$ cat config.mk
export PLATFORM = sky130hd
export DESIGN_NAME = id_allocator_free_stack_unit
export DESIGN_NICKNAME = d
export VERILOG_FILES = /design/src/rtl/idalloc_pkg.sv /design/src/rtl/idalloc_stack_mem.sv /design/src/rtl/id_allocator_free_stack_unit.sv
export VERILOG_INCLUDE_DIRS = /design/src /design/src/rtl
export SDC_FILE = /design/constraint.sdc
export NUM_CORES = 1
export LEC_CHECK = 0
export ABC_AREA = 0
export BUFFER_PORTS_ARGS = -buffer_cell sky130_fd_sc_hd__buf_2
export CAP_MARGIN = 20
export CORE_MARGIN = 10
export CORE_UTILIZATION = 60
export DETAILED_ROUTE_END_ITERATION = 8
export PLACE_DENSITY = 0.77
export SLEW_MARGIN = 15
export SYNTH_ARGS = -nofsm -noshare
export SYNTH_HDL_FRONTEND = slang
export SYNTH_SLANG_ARGS = --single-unit
$ cat constraint.sdc
create_clock -name clk_i -period 4.05 [get_ports clk_i]
set_input_delay 0 -clock clk_i [delete_from_list [all_inputs] [get_ports clk_i]]
set_output_delay 0 -clock clk_i [all_outputs]
set_load 0.05 [all_outputs]
$ cat src/rtl/id_allocator_free_stack_unit_defines.svh
// Assertion macros used by the allocator top module.
`ifndef ID_ALLOCATOR_FREE_STACK_UNIT_DEFINES_SVH
`define ID_ALLOCATOR_FREE_STACK_UNIT_DEFINES_SVH
`ifndef SYNTHESIS
// Check while out of reset.
`define IDALLOC_ASSERT(lbl, prop, msg) \
  lbl: assert property (@(posedge clk_i) disable iff (!rst_ni) prop) else $error(msg);
// Check on every edge, reset included.
`define IDALLOC_ASSERT_ALWAYS(lbl, prop, msg) \
  lbl: assert property (@(posedge clk_i) prop) else $error(msg);
`else
`define IDALLOC_ASSERT(lbl, prop, msg)
`define IDALLOC_ASSERT_ALWAYS(lbl, prop, msg)
`endif
`endif

$ cat src/rtl/idalloc_pkg.sv
`default_nettype none
package idalloc_pkg;

  localparam int unsigned IdW = 8;

  typedef logic [IdW-1:0] id_t;

  // Request operation codes
  localparam logic OP_ALLOC = 1'b0;
  localparam logic OP_FREE  = 1'b1;

endpackage
`default_nettype wire

$ cat src/rtl/idalloc_stack_mem.sv
`default_nettype none
module idalloc_stack_mem
  import idalloc_pkg::*;
#(
  parameter int unsigned ID_COUNT = 32,
  localparam int unsigned IdxW = (ID_COUNT > 1) ? $clog2(ID_COUNT) : 1
) (
  input  wire logic            clk_i,
  input  wire logic            rst_ni,
  input  wire logic            rd_en_i,
  input  wire logic [IdxW-1:0] rd_addr_i,
  output id_t                  rd_data_o,
  input  wire logic            wr_en_i,
  input  wire logic [IdxW-1:0] wr_addr_i,
  input  wire id_t             wr_data_i
);

  id_t                  mem_q [ID_COUNT];
  logic [ID_COUNT-1:0]  written_q;
  id_t                  rd_data_q;
  logic                 rd_written_q;
  logic [IdxW-1:0]      rd_addr_q;
  logic [IdW:0]         reset_val;

  always_ff @(posedge clk_i) begin
    if (wr_en_i) begin
      mem_q[wr_addr_i] <= wr_data_i;
    end
    if (rd_en_i) begin
      rd_data_q <= mem_q[rd_addr_i];
      rd_addr_q <= rd_addr_i;
    end
  end

  // Track which entries hold pushed data; the rest still hold their reset id.
  always_ff @(posedge clk_i or negedge rst_ni) begin
    if (!rst_ni) begin
      written_q    <= '0;
      rd_written_q <= 1'b0;
    end else begin
      if (wr_en_i) begin
        written_q[wr_addr_i] <= 1'b1;
      end
      if (rd_en_i) begin
        rd_written_q <= written_q[rd_addr_i];
      end
    end
  end

  // Reset contents: entry i holds ID_COUNT-1-i, so id 0 sits on top.
  assign reset_val = (IdW+1)'(ID_COUNT - 1) - (IdW+1)'(rd_addr_q);
  assign rd_data_o = rd_written_q ? rd_data_q : reset_val[IdW-1:0];

endmodule
`default_nettype wire

$ cat src/rtl/id_allocator_free_stack_unit.sv
// Identifier allocator: hands out ids 0..ID_COUNT-1 from a last-in-first-out
// free stack and takes them back, checking a taken bitmap. Each request on the
// slave stream gives exactly one result on the master stream: an allocate
// returns success and the popped id (the first ones after reset are 0, 1, 2, ...),
// or success 0 with id 0 when the pool is empty; a free returns success 1 only
// if the id is below ID_COUNT and currently taken, and always id 0. A request
// first reads the stack top from the synchronous stack memory, then writes back
// and loads the result register. A stalled result holds the block only when a
// finished request finds the result register still full. No clearing pass is
// needed after reset; requests are taken from the first cycle.
`default_nettype none
`include "id_allocator_free_stack_unit_defines.svh"
module id_allocator_free_stack_unit
  import idalloc_pkg::*;
#(
  parameter int unsigned ID_COUNT = 32
) (
  input  wire logic        clk_i,
  input  wire logic        rst_ni,
  input  wire logic        s_axis_tvalid_i,
  output logic             s_axis_tready_o,
  input  wire logic [15:0] s_axis_tdata_i,   // [0] operation, [8:1] request_id
  output logic             m_axis_tvalid_o,
  input  wire logic        m_axis_tready_i,
  output logic [15:0]      m_axis_tdata_o    // [0] success, [8:1] granted_id
);

  localparam int unsigned IdxW = (ID_COUNT > 1) ? $clog2(ID_COUNT) : 1;
  localparam int unsigned CntW = $clog2(ID_COUNT + 1);
  localparam logic [CntW-1:0] CntFull = CntW'(ID_COUNT);
  localparam logic [IdW:0]    IdLimit = (IdW+1)'(ID_COUNT);

  localparam logic ST_IDLE = 1'b0;
  localparam logic ST_RESP = 1'b1;

  logic                state_q, state_d;
  logic [CntW-1:0]     cnt_q, cnt_d;
  logic [ID_COUNT-1:0] taken_q;
  logic                op_q;
  id_t                 rid_q;
  logic                m_valid_q;
  logic [15:0]         m_data_q;

  logic                accept;
  logic                commit;
  logic [CntW-1:0]     cnt_dec;
  id_t                 top_id;
  logic                rid_ok;
  logic                alloc_ok;
  logic                free_ok;
  logic [IdxW-1:0]     rid_idx;
  logic [IdxW-1:0]     gid_idx;

  assign s_axis_tready_o = (state_q == ST_IDLE);
  assign accept          = s_axis_tvalid_i && s_axis_tready_o;
  assign cnt_dec         = cnt_q - 1'b1;

  idalloc_stack_mem #(
    .ID_COUNT (ID_COUNT)
  ) u_stack (
    .clk_i     (clk_i),
    .rst_ni    (rst_ni),
    .rd_en_i   (accept),
    .rd_addr_i (cnt_dec[IdxW-1:0]),
    .rd_data_o (top_id),
    .wr_en_i   (commit && free_ok),
    .wr_addr_i (cnt_q[IdxW-1:0]),
    .wr_data_i (rid_q)
  );

  assign rid_idx  = rid_q[IdxW-1:0];
  assign gid_idx  = top_id[IdxW-1:0];
  assign rid_ok   = {1'b0, rid_q} < IdLimit;
  assign alloc_ok = (op_q == OP_ALLOC) && (cnt_q != '0);
  assign free_ok  = (op_q == OP_FREE) && rid_ok && taken_q[rid_idx] && (cnt_q != CntFull);
  // Finish only when the result register is free or draining this cycle.
  assign commit   = (state_q == ST_RESP) && (!m_valid_q || m_axis_tready_i);

  always_comb begin
    state_d = state_q;
    cnt_d   = cnt_q;
    unique case (state_q)
      ST_IDLE: begin
        if (accept) begin
          state_d = ST_RESP;
        end
      end
      ST_RESP: begin
        if (commit) begin
          state_d = ST_IDLE;
          if (alloc_ok) begin
            cnt_d = cnt_dec;
          end else if (free_ok) begin
            cnt_d = cnt_q + 1'b1;
          end
        end
      end
      default: state_d = ST_IDLE;
    endcase
  end

  always_ff @(posedge clk_i or negedge rst_ni) begin
    if (!rst_ni) begin
      state_q   <= ST_IDLE;
      cnt_q     <= CntFull;
      taken_q   <= '0;
      m_valid_q <= 1'b0;
    end else begin
      state_q <= state_d;
      cnt_q   <= cnt_d;
      if (commit && alloc_ok) begin
        taken_q[gid_idx] <= 1'b1;
      end else if (commit && free_ok) begin
        taken_q[rid_idx] <= 1'b0;
      end
      if (commit) begin
        m_valid_q <= 1'b1;
      end else if (m_axis_tready_i) begin
        m_valid_q <= 1'b0;
      end
    end
  end

  always_ff @(posedge clk_i) begin
    if (accept) begin
      op_q  <= s_axis_tdata_i[0];
      rid_q <= s_axis_tdata_i[IdW:1];
    end
    if (commit) begin
      m_data_q <= {7'b0, (alloc_ok ? top_id : id_t'(0)), (alloc_ok || free_ok)};
    end
  end

  assign m_axis_tvalid_o = m_valid_q;
  assign m_axis_tdata_o  = m_data_q;

  `IDALLOC_ASSERT(a_cnt_range, cnt_q <= CntFull, "free count above pool size")
  `IDALLOC_ASSERT(a_pool_sum, ($countones(taken_q) + cnt_q) == ID_COUNT, "pool count mismatch")
  `IDALLOC_ASSERT(a_grant_taken, commit && alloc_ok |=> taken_q[$past(gid_idx)], "id not taken")
  `IDALLOC_ASSERT(a_alloc_pop, commit && alloc_ok |=> cnt_q == $past(cnt_dec), "pop missed")
  `IDALLOC_ASSERT(a_one_result, commit |=> m_valid_q && (state_q == ST_IDLE), "no result")

endmodule
`default_nettype wire
==> flow_summary.ini <==
[clock_network]
cts_buffers = 37
cts_buffer_depth = 3
insertion_delay_ns = 0.52
cts_sinks = 360
clk_pin_slew_ns = 0.06
cts_tree = done
root_buffer = clkbuf_16
h-tree-depth = 2
cts_resized = 0

[floorplanning]
die_area_mm2 = 0.03147
io-pin-count = 38
rows = 57
start_util = 0.6113
coreArea_mm2 = 0.02432
dieWidth_um = 177.4
die_h_um = 177.4

[place]
gp_congestion = 0.9019
dpl.hpwl_um = 21040
port_buffers = 23
dp_slack_ns = 0.6240

[yosys]
yosysSeqAreaShare = 0.7027
yosys_warnings = 0
synth_fa_ha_area_frac = 0.003367
synth_edf_count = 287
synthTopCellsByArea = edfxtp_1 (58%), mux4_2 (14%), dfrtp_1 (12%)
syn-cell-area_mm2 = 0.01487
synth_compound_area_frac = 0.05328
muxShareOfSynthArea = 0.1496
synth_xor_area_frac = 0.004040
synth_top_family_by_area = multiplexers
syn-mean-instance-area_um2 = 17.65
synthDistinctLibCells = 67
ys_seq_elements = 360
yosys.area_share.simple = 0.06523
syn-instance-count = 842
synth_top_area_frac = 0.5797
async_reset_ff_frac = 0.2028
synthFlopType = edfxtp_1
yosys.area.top_type = edfxtp_1

[timing]
slew_headroom = 0.3269
post-route-period-util = 0.8658
fin_ws_ns = 0.5433
min_period_ns = 3.507
whs_ns = 0.1916
setup-tns-final_ns = 0
rsz0062_at_grt = false
finalHoldViolCount = 0
maxSlewViolCount = 0
tightest_slew_ns = 1.010
final-setup-viol-count = 0
timing.fmax_ghz = 0.2852
fin_skew_ns = 0.01161

[pwr]
ir_drop_uv = 646.0
p_leak_nw = 5.992
p_per_area_mw_per_mm2 = 689.6

[finish]
antenna_cells = 0
syn_to_final_growth_pct = 13.40
layout_common_cells = edfxtp_1 (287), mux4_2 (92), dfrtp_1 (71), nand2_1 (55), buf_4 (46)
multi_input_area_mm2 = 0.004164
nets = 944
final_core_util = 0.6932
final_common_cell = edfxtp_1
seq_area_mm2 = 0.01045
drive_gt1_frac = 0.2643
fillers = 1507

[hold_path]
hold_path.class = in -> reg

[setup_path]
crit_start = rid_q[0]
ff2ff_path_depth = 7
crit_chain = buf_4 -> mux2i_1 -> o32ai_1 -> o41a_1 -> nor2_4 -> nor2_1 -> and2_1
cp_data_required_time_ns = 4.25
cp.arrival_ns = 3.71
cp_slowest_cell = edfxtp_1
r2r_slack_ns = 0.54
r2r_start = rid_q[0]
worstSetupPathType = reg -> reg
r2r-end = u_stack.mem_q[11][0]
startpoint_type = register
critPathCapture = u_stack.mem_q[11][0]
critPathMaxStageDelay_ns = 0.79
endpoint_kind = register
cp_max_fo = 24

[route]
antenna_left = 0
vias = 8391
drc = 0
wl_per_cell_um = 26.55
drt_pass1_iterations = 5
drtIter0Drc = 1033
totalWireLength_um = 33720
routed_via_density = 6.607

[grt]
grt_max_degree = 74
grt_pass1_vias = 8460
gr-total-overflow = 0
grt_pass1_wl_um = 51520
grt_use_total = 0.2169
antenna_found_initial = 0

[flow_run]
maxCapViolations = 0

[outcome]
status = finished, final reports clean
cell families (layout without fill, tap and decap cells):
kind of cell | Yosys count | count (layout)
compound gates | 110 | 110
xor+xnor | 6 | 6
fa+ha+maj | 4 | 4
buf+inv | 68 | 166
flops | 360 | 360
mux | 107 | 107
other cells | 1 | 7
simple gates | 186 | 186
per-layer routing:
metal	global-route usage	share of wire	vias up
met5	0	0	-
met4	0.06322	0.023	0
met3	0.03952	0.079	68
met2	0.3516	0.50	446
met1	0.2979	0.40	4368
li1	-	-	3509
cell type report:
class                           instances  area share
Multi-Input combinational cell        420      0.2470
Sequential cell                       360      0.6199
Inverter                               19    0.004379
Tap cell                              324     0.02405
Timing Repair Buffer                   82     0.03637
Clock buffer                           47     0.05834
Clock inverter                         18    0.009946
registers in the layout, summed over array words and instances, names as in the netlist:
register,flops
u_stack.mem_q,256
taken_q,32
u_stack.written_q,32
m_axis_tdata_o,9
rid_q,8
u_stack.rd_data_q,8
cnt_q,6
u_stack.rd_addr_q,5
m_axis_tvalid_o,1
op_q,1
state_q,1
u_stack.rd_written_q,1
synth_stat cells, types with 2 or more instances:
cell and instances:
edfxtp_1 287, mux4_2 92, dfrtp_1 72, nand2_1 55, o21ai_0 33, nor2_1 29
o31ai_1 28, clkbuf_1 24, nor3_1 18, inv_1 15, mux2i_1 14, or2_2 13
or2_1 12, buf_2 11, nand3_1 11, nand2b_1 8, a21o_1 7, and3_1 7
buf_4 7, a21oi_1 6, and2_1 6, nor2b_1 6, o32ai_1 5, o41ai_1 5
buf_1 4, ha_1 4, nor3_2 4, xnor2_1 4, buf_6 3, o22ai_1 3
o41ai_2 3, or3_1 3, a22oi_1 2, a31o_2 2, a31oi_1 2, clkinv_1 2
clkinv_2 2, nand4_1 2, nand4b_1 2, nor3b_1 2
how the worst min path moves through the flow:
stage | start | end | cells past startpoint
6_report | s_axis_tdata_i[2] | rid_q[1] | 2
2_1_floorplan | rst_ni | cnt_q[0] | 0
3_3_place_gp | s_axis_tdata_i[4] | rid_q[3] | 1
5_1_grt | s_axis_tdata_i[3] | rid_q[2] | 2
4_1_cts | s_axis_tdata_i[2] | rid_q[1] | 2
3_5_place_dp | s_axis_tdata_i[1] | rid_q[0] | 1
stage by stage:
stage	cells	instance area (um2)	total power, mW
detailed placement	1190	15540	8.324
floorplan	848	14890	7.235
CTS	1268	16820	11.58
finish	1270	16860	11.63
global route	1270	16860	12.09
global placement	1190	15540	8.230
worst max-delay path: cells and delay by family (launching register included):
kind | cells | cell delay, ns
buffers and inverters | 1 | 0.36
flip-flops | 1 | 0.79
AND/OR/NAND/NOR | 3 | 1.18
AO/OA/AOI/OAI | 2 | 0.61
multiplexers | 1 | 0.23
report_power, final:
| part | leakage (nW) | internal [mW] | switching [mW] |
|---|---|---|---|
| sequential | 3.57 | 4.35 | 0.237 |
| clock | 0.566 | 1.91 | 1.34 |
| combinational | 1.85 | 1.72 | 2.06 |
| total | 5.99 | 7.98 | 3.64 |
what timing repair did:
item / in CTS / in global routing
hold buffers: 13 / 0
setup buffers: 0 / 0
endpoints found under the hold margin: 84 / 0
Power figures use the tool's default switching activity.
